<file path="src/design/tcmag_pkg.sv">
// Shared types and constants of the tiled convolution / matmul address generator.
// No dependencies; every other design file refers to this package by scoped names.
package tcmag_pkg;

    localparam int ADDR_BITS_DEF = 32;
    localparam int DIM_BITS      = 8;
    localparam int CFG_BITS      = 32;
    localparam int CFG_IDX_BITS  = 3;
    localparam int WORD_BITS     = 30;
    localparam int EN_BITS       = 4;
    localparam int DIV_BITS      = 18;

    localparam logic [CFG_IDX_BITS-1:0] CFG_BASE_A    = 3'd0;
    localparam logic [CFG_IDX_BITS-1:0] CFG_BASE_B    = 3'd1;
    localparam logic [CFG_IDX_BITS-1:0] CFG_BASE_C    = 3'd2;
    localparam logic [CFG_IDX_BITS-1:0] CFG_NULL_ADDR = 3'd3;
    localparam logic [CFG_IDX_BITS-1:0] CFG_DIMS      = 3'd4;
    localparam logic [CFG_IDX_BITS-1:0] CFG_KERNEL    = 3'd5;
    localparam logic [CFG_IDX_BITS-1:0] CFG_TILE_MODE = 3'd6;

    localparam logic [1:0] MODE_CONV = 2'd0;
    localparam logic [1:0] MODE_PW   = 2'd1;
    localparam logic [1:0] MODE_DW   = 2'd2;
    localparam logic [1:0] MODE_MM   = 2'd3;

    typedef struct packed {
        logic [31:0] base_a;
        logic [31:0] base_b;
        logic [31:0] base_c;
        logic [31:0] null_addr;
        logic [31:0] dims;
        logic [31:0] kernel;
        logic [30:0] tile_mode;
    } t_cfg;

    typedef struct packed {
        logic start;
        logic clear;
    } t_cmd;

    typedef struct packed {
        logic                start;
        logic [DIV_BITS-1:0] dividend;
        logic [DIV_BITS-1:0] divisor;
    } t_div_req;

    typedef struct packed {
        logic                done;
        logic [DIV_BITS-1:0] quot;
        logic [DIV_BITS-1:0] rem;
    } t_div_rsp;

    typedef enum logic [3:0] {
        ST_IDLE,
        ST_LATCH,
        ST_SIZE,
        ST_TICK,
        ST_DIV_GO,
        ST_DIV_WAIT,
        ST_MUL1,
        ST_MUL2,
        ST_MUL3,
        ST_EMIT
    } t_state;

endpackage

</file>
<file path="src/design/tcmag_if.sv">


interface tcmag_res_if;
    logic                                valid;
    logic                                ready;
    logic [tcmag_pkg::WORD_BITS-1:0]     word_addr_a;
    logic [tcmag_pkg::EN_BITS-1:0]       enable_a;
    logic [tcmag_pkg::WORD_BITS-1:0]     word_addr_b;
    logic [tcmag_pkg::EN_BITS-1:0]       enable_b;
    logic [tcmag_pkg::WORD_BITS-1:0]     word_addr_c;
    logic [tcmag_pkg::EN_BITS-1:0]       enable_c;
    logic                                running;
    logic                                last_k_tile;
    logic                                layer_finished;

    modport source (output valid, word_addr_a, enable_a, word_addr_b, enable_b,
                    word_addr_c, enable_c, running, last_k_tile, layer_finished,
                    input ready);
    modport sink   (input valid, word_addr_a, enable_a, word_addr_b, enable_b,
                    word_addr_c, enable_c, running, last_k_tile, layer_finished,
                    output ready);
endinterface

</file>
<file path="src/design/tcmag_back.sv">
// Back end: layer sequencer, six-deep tile walk, address arithmetic and output register.
// Depends on tcmag_pkg, tcmag_res_if and an external tcmag_div unit.
module tcmag_back #(
    parameter int ADDR_BITS = tcmag_pkg::ADDR_BITS_DEF
) (
    input  logic                 i_clk,
    input  logic                 i_rst_n,
    input  tcmag_pkg::t_cfg      i_cfg,
    input  tcmag_pkg::t_cmd      i_item,
    input  logic                 i_item_valid,
    output logic                 o_item_pop,
    output tcmag_pkg::t_div_req  o_div_req,
    input  tcmag_pkg::t_div_rsp  i_div_rsp,
    tcmag_res_if.source          o_res
);

    localparam int AW = ADDR_BITS;
    localparam int EW = (AW > 32) ? AW : 32;
    localparam int DB = tcmag_pkg::DIV_BITS;

    localparam logic [1:0] DSTEP_ROW = 2'd0;
    localparam logic [1:0] DSTEP_KB  = 2'd1;
    localparam logic [1:0] DSTEP_KW  = 2'd2;
    localparam logic [1:0] DSTEP_CH  = 2'd3;

    tcmag_pkg::t_state r_state, n_state;

    // latched layer
    logic [31:0] r_la, r_lb, r_lc, r_lnull;
    logic [7:0]  r_cin, r_w, r_h, r_tm, r_tn, r_tk;
    logic [2:0]  r_kw;
    logic [1:0]  r_pad, r_stride, r_mode;
    logic [5:0]  r_kb;
    logic [10:0] r_ks;
    logic        r_clear;

    // walk state
    logic          r_active;
    logic [9:0]    r_ow, r_ho, r_cols;
    logic [17:0]   r_rows;
    logic [14:0]   r_depth;
    logic [17:0]   r_tbm;
    logic [9:0]    r_tbn;
    logic [14:0]   r_tbk;
    logic [7:0]    r_im, r_in, r_ik;
    logic [AW-1:0] r_coff;

    // per-tick work
    logic          r_idle;
    logic [17:0]   r_ig;
    logic [9:0]    r_jg;
    logic [14:0]   r_kg;
    logic          r_last, r_aok, r_bok, r_cok;
    logic [1:0]    r_dstep;
    logic [DB-1:0] r_qh, r_rh, r_q2, r_r2, r_q3, r_r3, r_r4;
    logic [7:0]    r_ih, r_iw;
    logic          r_inb;
    logic [DB-1:0] r_ch;
    logic [27:0]   r_pc, r_mn;
    logic [24:0]   r_pb;
    logic [15:0]   r_pam, r_pbm, r_jkb, r_t;
    logic [24:0]   r_u;

    // output register
    logic                            r_out_valid;
    logic [tcmag_pkg::WORD_BITS-1:0] r_wa, r_wb, r_wc;
    logic [tcmag_pkg::EN_BITS-1:0]   r_ea, r_eb, r_ec;
    logic                            r_run, r_lastk, r_fin;

    function automatic logic [9:0] out_size(input logic [7:0] in_sz, input logic [2:0] kern,
                                            input logic [1:0] pad, input logic [1:0] s);
        logic [8:0]  padded;
        logic [8:0]  diff;
        logic [19:0] prod;
        logic [8:0]  q;
        padded = {1'b0, in_sz} + {6'b0, pad, 1'b0};
        diff   = padded - {6'b0, kern};
        prod   = 20'(diff) * 20'd683;
        case (s)
            2'd2:    q = diff >> 1;
            2'd3:    q = prod[19:11];
            default: q = diff;
        endcase
        if (padded < {6'b0, kern}) begin
            return 10'd0;
        end
        return {1'b0, q} + 10'd1;
    endfunction

    function automatic logic [tcmag_pkg::WORD_BITS-1:0] word_of(input logic [AW-1:0] byte_addr);
        logic [EW-1:0] ext;
        ext = EW'(byte_addr);
        return ext[31:2];
    endfunction

    function automatic logic [tcmag_pkg::EN_BITS-1:0] en_of(input logic [AW-1:0] byte_addr);
        return tcmag_pkg::EN_BITS'(1) << byte_addr[1:0];
    endfunction

    // layer sizes from the configuration
    logic [1:0]  c_mode, c_pad, c_stride, c_s;
    logic [2:0]  c_kh, c_kw, c_keh, c_kew;
    logic [7:0]  c_cin, c_w, c_h, c_cout;
    assign c_mode   = i_cfg.tile_mode[29:28];
    assign c_pad    = i_cfg.tile_mode[27:26];
    assign c_stride = i_cfg.tile_mode[25:24];
    assign c_s      = (c_stride == 2'd0) ? 2'd1 : c_stride;
    assign c_kh     = i_cfg.kernel[29:27];
    assign c_kw     = i_cfg.kernel[26:24];
    assign c_keh    = (c_mode == tcmag_pkg::MODE_PW) ? 3'd1 : c_kh;
    assign c_kew    = (c_mode == tcmag_pkg::MODE_PW) ? 3'd1 : c_kw;
    assign c_cout   = i_cfg.dims[31:24];
    assign c_cin    = i_cfg.dims[23:16];
    assign c_w      = i_cfg.dims[15:8];
    assign c_h      = i_cfg.dims[7:0];

    // tick operands
    logic [17:0] t_ig;
    logic [9:0]  t_jg;
    logic [14:0] t_kg;
    assign t_ig = r_tbm + 18'(r_im);
    assign t_jg = r_tbn + 10'(r_in);
    assign t_kg = r_tbk + 15'(r_ik);

    // window offsets per mode
    logic [DB-1:0] m_dh, m_dw, m_ch;
    logic [21:0]   m_ih, m_iw;
    always_comb begin
        case (r_mode)
            tcmag_pkg::MODE_DW: begin
                m_dh = r_q3; m_dw = r_r3; m_ch = r_q2;
            end
            tcmag_pkg::MODE_PW: begin
                m_dh = '0; m_dw = '0; m_ch = DB'(r_kg);
            end
            default: begin
                m_dh = r_q2; m_dw = r_q3; m_ch = r_r4;
            end
        endcase
        m_ih = 22'(r_qh) * 22'(r_stride) + 22'(m_dh) - 22'(r_pad);
        m_iw = 22'(r_rh) * 22'(r_stride) + 22'(m_dw) - 22'(r_pad);
    end

    // divider operands
    always_comb begin
        o_div_req.start = (r_state == tcmag_pkg::ST_DIV_GO);
        case (r_dstep)
            DSTEP_ROW: begin
                o_div_req.dividend = r_ig;
                o_div_req.divisor  = DB'(r_ow);
            end
            DSTEP_KB: begin
                o_div_req.dividend = DB'(r_kg);
                o_div_req.divisor  = (r_mode == tcmag_pkg::MODE_DW) ? DB'(r_kb) : DB'(r_ks);
            end
            DSTEP_KW: begin
                o_div_req.dividend = r_r2;
                o_div_req.divisor  = (r_mode == tcmag_pkg::MODE_DW) ? DB'(r_kw) : DB'(r_cin);
            end
            default: begin
                o_div_req.dividend = DB'(r_kg);
                o_div_req.divisor  = DB'(r_cin);
            end
        endcase
    end

    // final byte addresses
    logic [AW-1:0] e_null, e_a, e_b, e_c;
    logic [16:0]   e_lo, e_hi;
    always_comb begin
        e_null = AW'(r_lnull);
        e_lo   = 17'(r_jkb);
        e_hi   = 17'(r_jkb) + 17'(r_kb);
        if (r_idle) begin
            e_a = AW'(i_cfg.null_addr);
            e_b = AW'(i_cfg.null_addr);
            e_c = AW'(i_cfg.null_addr);
        end else begin
            if (!r_aok) begin
                e_a = e_null;
            end else if (r_mode == tcmag_pkg::MODE_MM) begin
                e_a = AW'(r_la) + AW'(r_pam) + AW'(r_ik);
            end else if (r_ow != 10'd0 && r_inb) begin
                e_a = AW'(r_la) + AW'(r_u);
            end else begin
                e_a = e_null;
            end
            if (!r_bok) begin
                e_b = e_null;
            end else if (r_mode == tcmag_pkg::MODE_MM) begin
                e_b = AW'(r_lb) + AW'(r_pbm) + AW'(r_in);
            end else if (r_mode == tcmag_pkg::MODE_DW) begin
                e_b = (17'(r_kg) >= e_lo && 17'(r_kg) < e_hi) ? AW'(r_lb) + AW'(r_kg) : e_null;
            end else begin
                e_b = AW'(r_lb) + AW'(r_pb) + AW'(r_kg);
            end
            e_c = r_cok ? AW'(r_lc) + r_coff + AW'(r_pc) + AW'(r_jg) : e_null;
        end
    end

    // six-deep loop advance
    logic [7:0]  n_im, n_in, n_ik;
    logic [17:0] n_tbm;
    logic [9:0]  n_tbn;
    logic [14:0] n_tbk;
    logic        n_done;
    logic [8:0]  a_k, a_n, a_m;
    logic [15:0] a_tk;
    logic [10:0] a_tn;
    logic [18:0] a_tm;
    always_comb begin
        a_k  = {1'b0, r_ik} + 9'd1;
        a_n  = {1'b0, r_in} + 9'd1;
        a_m  = {1'b0, r_im} + 9'd1;
        a_tk = {1'b0, r_tbk} + 16'(r_tk);
        a_tn = {1'b0, r_tbn} + 11'(r_tn);
        a_tm = {1'b0, r_tbm} + 19'(r_tm);
        n_im = r_im; n_in = r_in; n_ik = r_ik;
        n_tbm = r_tbm; n_tbn = r_tbn; n_tbk = r_tbk;
        n_done = 1'b0;
        if (a_k < {1'b0, r_tk}) begin
            n_ik = a_k[7:0];
        end else begin
            n_ik = '0;
            if (a_n < {1'b0, r_tn}) begin
                n_in = a_n[7:0];
            end else begin
                n_in = '0;
                if (a_m < {1'b0, r_tm}) begin
                    n_im = a_m[7:0];
                end else begin
                    n_im = '0;
                    if (a_tk < 16'(r_depth)) begin
                        n_tbk = a_tk[14:0];
                    end else begin
                        n_tbk = '0;
                        if (a_tn < 11'(r_cols)) begin
                            n_tbn = a_tn[9:0];
                        end else begin
                            n_tbn = '0;
                            if (a_tm < 19'(r_rows)) begin
                                n_tbm = a_tm[17:0];
                            end else begin
                                n_tbm  = a_tm[17:0];
                                n_done = 1'b1;
                            end
                        end
                    end
                end
            end
        end
    end

    logic emit_ok;
    logic emit_fire;
    assign emit_ok   = !r_out_valid || o_res.ready;
    assign emit_fire = (r_state == tcmag_pkg::ST_EMIT) && emit_ok;

    // next state and queue pop
    always_comb begin
        n_state    = r_state;
        o_item_pop = 1'b0;
        case (r_state)
            tcmag_pkg::ST_IDLE: begin
                if (i_item_valid) begin
                    o_item_pop = 1'b1;
                    n_state    = i_item.start ? tcmag_pkg::ST_LATCH : tcmag_pkg::ST_TICK;
                end
            end
            tcmag_pkg::ST_LATCH:  n_state = tcmag_pkg::ST_SIZE;
            tcmag_pkg::ST_SIZE:   n_state = tcmag_pkg::ST_TICK;
            tcmag_pkg::ST_TICK:   n_state = r_active ? tcmag_pkg::ST_DIV_GO : tcmag_pkg::ST_EMIT;
            tcmag_pkg::ST_DIV_GO: n_state = tcmag_pkg::ST_DIV_WAIT;
            tcmag_pkg::ST_DIV_WAIT: begin
                if (i_div_rsp.done) begin
                    n_state = (r_dstep == DSTEP_CH) ? tcmag_pkg::ST_MUL1 : tcmag_pkg::ST_DIV_GO;
                end
            end
            tcmag_pkg::ST_MUL1:   n_state = tcmag_pkg::ST_MUL2;
            tcmag_pkg::ST_MUL2:   n_state = tcmag_pkg::ST_MUL3;
            tcmag_pkg::ST_MUL3:   n_state = tcmag_pkg::ST_EMIT;
            tcmag_pkg::ST_EMIT: begin
                if (emit_ok) begin
                    n_state = tcmag_pkg::ST_IDLE;
                end
            end
            default:              n_state = tcmag_pkg::ST_IDLE;
        endcase
    end

    always_ff @(posedge i_clk) begin
        if (!i_rst_n) begin
            r_state <= tcmag_pkg::ST_IDLE;
        end else begin
            r_state <= n_state;
        end
    end

    always_ff @(posedge i_clk) begin
        if (!i_rst_n) begin
            r_active    <= 1'b0;
            r_out_valid <= 1'b0;
            r_coff      <= '0;
            r_dstep     <= DSTEP_ROW;
            r_ow        <= '0;
            r_rows      <= '0;
            r_cols      <= '0;
            r_depth     <= '0;
            r_tbm       <= '0;
            r_tbn       <= '0;
            r_tbk       <= '0;
            r_im        <= '0;
            r_in        <= '0;
            r_ik        <= '0;
        end else begin
            if (emit_fire) begin
                r_out_valid <= 1'b1;
            end else if (o_res.ready) begin
                r_out_valid <= 1'b0;
            end
            case (r_state)
                tcmag_pkg::ST_IDLE: begin
                    if (i_item_valid) begin
                        r_clear <= i_item.clear;
                    end
                end
                tcmag_pkg::ST_LATCH: begin
                    r_la     <= i_cfg.base_a;
                    r_lb     <= i_cfg.base_b;
                    r_lc     <= i_cfg.base_c;
                    r_lnull  <= i_cfg.null_addr;
                    r_cin    <= c_cin;
                    r_w      <= c_w;
                    r_h      <= c_h;
                    r_kw     <= c_kw;
                    r_mode   <= c_mode;
                    r_pad    <= c_pad;
                    r_stride <= c_stride;
                    r_tm     <= i_cfg.tile_mode[23:16];
                    r_tn     <= i_cfg.tile_mode[15:8];
                    r_tk     <= i_cfg.tile_mode[7:0];
                    r_kb     <= 6'(c_kh) * 6'(c_kw);
                    r_ks     <= 11'(c_kw) * 11'(c_cin);
                    r_ho     <= out_size(c_h, c_keh, c_pad, c_s);
                    r_ow     <= (c_mode == tcmag_pkg::MODE_MM) ? 10'd0
                                : out_size(c_w, c_kew, c_pad, c_s);
                    if (r_clear) begin
                        r_coff <= '0;
                    end
                end
                tcmag_pkg::ST_SIZE: begin
                    case (r_mode)
                        tcmag_pkg::MODE_MM: begin
                            r_rows  <= 18'(i_cfg.kernel[8:0]);
                            r_cols  <= 10'(i_cfg.kernel[17:9]);
                            r_depth <= 15'(i_cfg.kernel[26:18]);
                        end
                        tcmag_pkg::MODE_PW: begin
                            r_rows  <= 18'(r_ho) * 18'(r_ow);
                            r_cols  <= 10'(c_cout);
                            r_depth <= 15'(r_cin);
                        end
                        tcmag_pkg::MODE_DW: begin
                            r_rows  <= 18'(r_ho) * 18'(r_ow);
                            r_cols  <= 10'(r_cin);
                            r_depth <= 15'(r_kb) * 15'(r_cin);
                        end
                        default: begin
                            r_rows  <= 18'(r_ho) * 18'(r_ow);
                            r_cols  <= 10'(c_cout);
                            r_depth <= 15'(r_kb) * 15'(r_cin);
                        end
                    endcase
                    r_tbm    <= '0;
                    r_tbn    <= '0;
                    r_tbk    <= '0;
                    r_im     <= '0;
                    r_in     <= '0;
                    r_ik     <= '0;
                    r_active <= 1'b1;
                end
                tcmag_pkg::ST_TICK: begin
                    r_idle  <= !r_active;
                    r_ig    <= t_ig;
                    r_jg    <= t_jg;
                    r_kg    <= t_kg;
                    r_aok   <= (t_ig < r_rows) && (t_kg < r_depth);
                    r_bok   <= (t_jg < r_cols) && (t_kg < r_depth);
                    r_last  <= (16'(r_tbk) + 16'(r_tk)) >= 16'(r_depth);
                    r_cok   <= ((16'(r_tbk) + 16'(r_tk)) >= 16'(r_depth))
                               && (t_ig < r_rows) && (t_jg < r_cols);
                    r_dstep <= DSTEP_ROW;
                end
                tcmag_pkg::ST_DIV_WAIT: begin
                    if (i_div_rsp.done) begin
                        case (r_dstep)
                            DSTEP_ROW: begin
                                r_qh <= i_div_rsp.quot; r_rh <= i_div_rsp.rem;
                            end
                            DSTEP_KB: begin
                                r_q2 <= i_div_rsp.quot; r_r2 <= i_div_rsp.rem;
                            end
                            DSTEP_KW: begin
                                r_q3 <= i_div_rsp.quot; r_r3 <= i_div_rsp.rem;
                            end
                            default: r_r4 <= i_div_rsp.rem;
                        endcase
                        r_dstep <= r_dstep + 2'd1;
                    end
                end
                tcmag_pkg::ST_MUL1: begin
                    r_ih  <= m_ih[7:0];
                    r_iw  <= m_iw[7:0];
                    r_inb <= !m_ih[21] && (m_ih[20:0] < 21'(r_h))
                             && !m_iw[21] && (m_iw[20:0] < 21'(r_w));
                    r_ch  <= m_ch;
                    r_pc  <= 28'(r_ig) * 28'(r_cols);
                    r_mn  <= 28'(r_rows) * 28'(r_cols);
                    r_pb  <= 25'(r_jg) * 25'(r_depth);
                    r_pam <= 16'(r_im) * 16'(r_tk);
                    r_pbm <= 16'(r_ik) * 16'(r_tn);
                    r_jkb <= 16'(r_jg) * 16'(r_kb);
                end
                tcmag_pkg::ST_MUL2: begin
                    r_t <= 16'(r_ih) * 16'(r_w) + 16'(r_iw);
                end
                tcmag_pkg::ST_MUL3: begin
                    r_u <= 25'(r_t) * 25'(r_cin) + 25'(r_ch);
                end
                tcmag_pkg::ST_EMIT: begin
                    if (emit_ok) begin
                        r_wa    <= word_of(e_a);
                        r_ea    <= en_of(e_a);
                        r_wb    <= word_of(e_b);
                        r_eb    <= en_of(e_b);
                        r_wc    <= word_of(e_c);
                        r_ec    <= en_of(e_c);
                        r_run   <= !r_idle;
                        r_lastk <= !r_idle && r_last;
                        r_fin   <= !r_idle && n_done;
                        if (!r_idle) begin
                            r_im  <= n_im;
                            r_in  <= n_in;
                            r_ik  <= n_ik;
                            r_tbm <= n_tbm;
                            r_tbn <= n_tbn;
                            r_tbk <= n_tbk;
                            if (n_done) begin
                                r_active <= 1'b0;
                                r_coff   <= r_coff + AW'(r_mn);
                            end
                        end
                    end
                end
                default: ;
            endcase
        end
    end

    assign o_res.valid          = r_out_valid;
    assign o_res.word_addr_a    = r_wa;
    assign o_res.enable_a       = r_ea;
    assign o_res.word_addr_b    = r_wb;
    assign o_res.enable_b       = r_eb;
    assign o_res.word_addr_c    = r_wc;
    assign o_res.enable_c       = r_ec;
    assign o_res.running        = r_run;
    assign o_res.last_k_tile    = r_lastk;
    assign o_res.layer_finished = r_fin;

endmodule

</file>
<file path="src/flat_wrapper.sv">
// flat-port wrapper written by rule: the top's interface ports become plain ports
module tcmag_back_flat 
#(
    parameter int ADDR_BITS = tcmag_pkg::ADDR_BITS_DEF
)
  (i_clk, i_rst_n, i_cfg, i_item, i_item_valid, o_item_pop, o_div_req, i_div_rsp, o_res_valid, o_res_word_addr_a, o_res_enable_a, o_res_word_addr_b, o_res_enable_b, o_res_word_addr_c, o_res_enable_c, o_res_running, o_res_last_k_tile, o_res_layer_finished, o_res_ready);
  tcmag_res_if o_res_i ();
  input  logic i_clk;
  input  logic i_rst_n;
  input  tcmag_pkg::t_cfg i_cfg;
  input  tcmag_pkg::t_cmd i_item;
  input  logic i_item_valid;
  output logic o_item_pop;
  output tcmag_pkg::t_div_req o_div_req;
  input  tcmag_pkg::t_div_rsp i_div_rsp;
  output wire logic [$bits(o_res_i.valid)-1:0] o_res_valid;
  output wire logic [$bits(o_res_i.word_addr_a)-1:0] o_res_word_addr_a;
  output wire logic [$bits(o_res_i.enable_a)-1:0] o_res_enable_a;
  output wire logic [$bits(o_res_i.word_addr_b)-1:0] o_res_word_addr_b;
  output wire logic [$bits(o_res_i.enable_b)-1:0] o_res_enable_b;
  output wire logic [$bits(o_res_i.word_addr_c)-1:0] o_res_word_addr_c;
  output wire logic [$bits(o_res_i.enable_c)-1:0] o_res_enable_c;
  output wire logic [$bits(o_res_i.running)-1:0] o_res_running;
  output wire logic [$bits(o_res_i.last_k_tile)-1:0] o_res_last_k_tile;
  output wire logic [$bits(o_res_i.layer_finished)-1:0] o_res_layer_finished;
  input wire logic [$bits(o_res_i.ready)-1:0] o_res_ready;
  assign o_res_valid = o_res_i.valid;
  assign o_res_word_addr_a = o_res_i.word_addr_a;
  assign o_res_enable_a = o_res_i.enable_a;
  assign o_res_word_addr_b = o_res_i.word_addr_b;
  assign o_res_enable_b = o_res_i.enable_b;
  assign o_res_word_addr_c = o_res_i.word_addr_c;
  assign o_res_enable_c = o_res_i.enable_c;
  assign o_res_running = o_res_i.running;
  assign o_res_last_k_tile = o_res_i.last_k_tile;
  assign o_res_layer_finished = o_res_i.layer_finished;
  assign o_res_i.ready = o_res_ready;
  tcmag_back #(.ADDR_BITS(ADDR_BITS)) u_core (.i_clk(i_clk), .i_rst_n(i_rst_n), .i_cfg(i_cfg), .i_item(i_item), .i_item_valid(i_item_valid), .o_item_pop(o_item_pop), .o_div_req(o_div_req), .i_div_rsp(i_div_rsp), .o_res(o_res_i));
endmodule
</file>
<file path="config.mk">
export PLATFORM = sky130hd
export DESIGN_NAME = tcmag_back_flat
export DESIGN_NICKNAME = d
export VERILOG_FILES = /design/src/design/tcmag_pkg.sv /design/src/design/tcmag_if.sv /design/src/design/tcmag_back.sv /design/src/flat_wrapper.sv
export SDC_FILE = /design/constraint.sdc
export NUM_CORES = 2
export LEC_CHECK = 0
export BUFFER_PORTS_ARGS = -buffer_cell sky130_fd_sc_hd__buf_2
export CORE_MARGIN = 5
export CORE_UTILIZATION = 34
export CTS_CLUSTER_SIZE = 8
export DETAILED_ROUTE_END_ITERATION = 8
export PLACE_DENSITY_LB_ADDON = 0.12
export RECOVER_POWER = 25
export SLEW_MARGIN = 40
export SYNTH_ARGS = -nofsm -noshare
export SYNTH_HDL_FRONTEND = slang
export SYNTH_SLANG_ARGS = --single-unit
</file>
<file path="constraint.sdc">
create_clock -name i_clk -period 15.7 [get_ports i_clk]
set_input_delay 1.57 -clock i_clk [delete_from_list [all_inputs] [get_ports i_clk]]
set_output_delay 1.57 -clock i_clk [all_outputs]
set_load 0.005 [all_outputs]
</file>
==> results.cfg <==
[clocking]
cts_tree = done
clk_pin_slew_ns = 0.05
clock_sinks = 855
cts_buffers = 140
cts_resized = 0
root_buffer = clkbuf_16
h-tree-depth = 4
post_cts_buffers = 0
worstSkewPairLatency_ns = 0.83
postCtsHoldBufs = 0
clockBufferDepth = 4

[drt]
drt_iter0_markers = 4640
vias = 67700
wl_met1_mm = 143
ant_nets = 0
routed.top_layer = met5
met2WireLength_mm = 138
wire_per_inst_um = 23.9
wl_met3_mm = 17.3
post-route-drc-count = 0
via_per_inst = 5.23
drtPass1Iterations = 8
totalWireLength_mm = 310

[global_route]
track_usage_pct = 22.5
grt_pass1_vias = 68400
grt_antenna_before_repair = 39
grt_pass1_wl_mm = 457
grt_max_degree = 97
grt-ovfl-total = 0

[floorplanning]
rows = 186
fp.dieArea_um2 = 269000
die_h_um = 519
boundaryPins = 410
die_w_um = 519
coreArea_um2 = 257000
start_util_pct = 34.2

[synth]
post_synth.cell_area_avg_um2 = 9.60
synthesis.area_um2 = 88000
syn_inst = 9174
synth_flop_cell = edfxtp_1
synth-edff-count = 697
synth.distinct_cells = 89
yosys_warnings = 0
async_reset_ff_share_pct = 0
yosysSeqAreaShare_pct = 27.4
synth_seq_cells = 855

[power]
p_per_area_nw_per_um2 = 92.4
ir_drop_uv = 99.8
p_leak_nw = 44.3
power_mw = 9.04

[critical_path]
required_ns = 16.20
cp-start-kind = primary input
end_kind = flop
path_class = in2reg
worst-path-max-fanout = 5
crit_path_top_delay_cell = a2111oi_1
crit_arrival_ns = 9.12
crit_path_max_incr_delay_ns = 0.64

[run_status]
violations = capacitance limit, slew limit
status = complete, but fails checks

[cells_and_area]
drive_gt1_share_pct = 6.55
nets = 11600
final_common_cell = inv_1
final_cell_mix = inv_1, ha_1, nand2_1
nFillCells = 26000
postLayoutCoreUtil_pct = 38.0
syn_to_final_growth_pct = 11.1

[timing]
maxSlewHeadroom_pct = -279
finalCritPeriodShare_pct = 54.9
setup_tns_ns = 0
period_needed_ns = 8.62
fmax_ghz = 0.116
hold_viol_final = 0
tightest_slew_ns = 5.68
fin_skew_ns = 0.0810
slew_violations = 261
setup_viol = 0
grt_setup_unrepaired = false

[placement]
place_congestion = 0.908
portBuffers = 399
dp_hpwl_mm = 249

[worst_hold_path]
hold_path_class = reg2reg

[flow_run]
max-cap-violations = 6
final cells by class:
cell class                 instances  area, µm²  area share [%]
antenna                           13       32.5          0.0333
clock buffer                     196       3850            3.93
clock inverter                    15        154           0.157
inverter                        1173       4410            4.50
multi-input combinational       6804      58300            59.7
sequential                       855      24100            24.6
tap                             3384       4230            4.33
timing repair buffer             503       2690            2.75
power by group:
group / switching [mW] / internal [mW]
registers: 0.158 / 2.59
clock network: 1.11 / 1.73
logic: 2.08 / 1.37
sequential cells by signal (all words and copies together) (netlist names), 25 cells and up:
| register | cells |
|---|---|
| u_core.r_mn | 28 |
| u_core.r_la | 32 |
| u_core.r_lb | 32 |
| u_core.r_coff | 32 |
| u_core.r_pc | 28 |
| u_core.e_null | 32 |
| u_core.o_res.word_addr_b | 30 |
| u_core.o_res.word_addr_a | 30 |
| u_core.r_pb | 25 |
| u_core.o_res.word_addr_c | 30 |
| u_core.r_u | 25 |
| u_core.r_lc | 32 |
per-stage QoR:
step	hold WS, ns	setup slack, ns	area, µm²	std cells
floorplan	0.453	1.80	88100	9181
global placement	0.466	6.24	93700	12700
detailed placement	0.479	6.27	93900	12700
CTS	0.484	7.06	97900	12900
global route	0.515	6.54	97800	12900
finish	0.479	7.08	97800	12900
routing by layer:
metal,global-route usage [%],vias to the layer above
li1,-,31700
met1,31.4,33600
met2,36.0,1949
met3,3.53,371
met4,6.93,22
met5,0,-
cell families after synthesis:
| family | count (synthesis) | synth area share [%] |
|---|---|---|
| muxes | 53 | 0.617 |
| adders and majority gates | 1854 | 33.4 |
| and+or+nand+nor | 2674 | 14.4 |
| xor gates and xnor gates | 503 | 5.00 |
| DFF | 855 | 27.4 |
| AOI/OAI and AO/OA | 1712 | 12.7 |
| buffers and inverters | 1522 | 6.53 |
| other | 1 | 0.00426 |
synthesized netlist by cell type, types with 167 or more instances:
cell / number / area (µm²)
a21oi_1: 447 / 2240
and2_1: 450 / 2820
clkbuf_1: 314 / 1180
edfxtp_1: 697 / 20900
fa_1: 827 / 16600
ha_1: 1027 / 12800
inv_1: 1169 / 4390
nand2_1: 1006 / 3780
nor2_1: 545 / 2050
o21ai_0: 350 / 1750
xnor2_1: 336 / 2940
xor2_1: 167 / 1460
worst paths after layout:
check	slack (ns)	to	start	cells after the start
setup / recovery	7.08	u_core.r_ho[7]$_SDFFCE_PN0P_	i_cfg[26]	30
hold / removal	0.48	u_core.r_tbm[0]$_SDFFE_PN0P_	u_core.r_tbm[0]$_SDFFE_PN0P_	2
setup reg to reg	7.98	u_core.r_inb$_DFFE_PP_	u_core.r_mode[0]$_DFFE_PP_	24
hold reg to reg	0.48	u_core.r_tbm[0]$_SDFFE_PN0P_	u_core.r_tbm[0]$_SDFFE_PN0P_	2
critical path: cells and delay by family:
family | cells | cell delay [ns]
multiplexers | 1 | 0.08
AND/OR/NAND/NOR | 6 | 1.13
adder cells (fa/ha/maj) | 8 | 3.05
AO/OA/AOI/OAI | 8 | 2.55
buffers and inverters | 5 | 0.41
XOR/XNOR | 2 | 0.32
No activity file was read; power rests on OpenSTA's default activity.
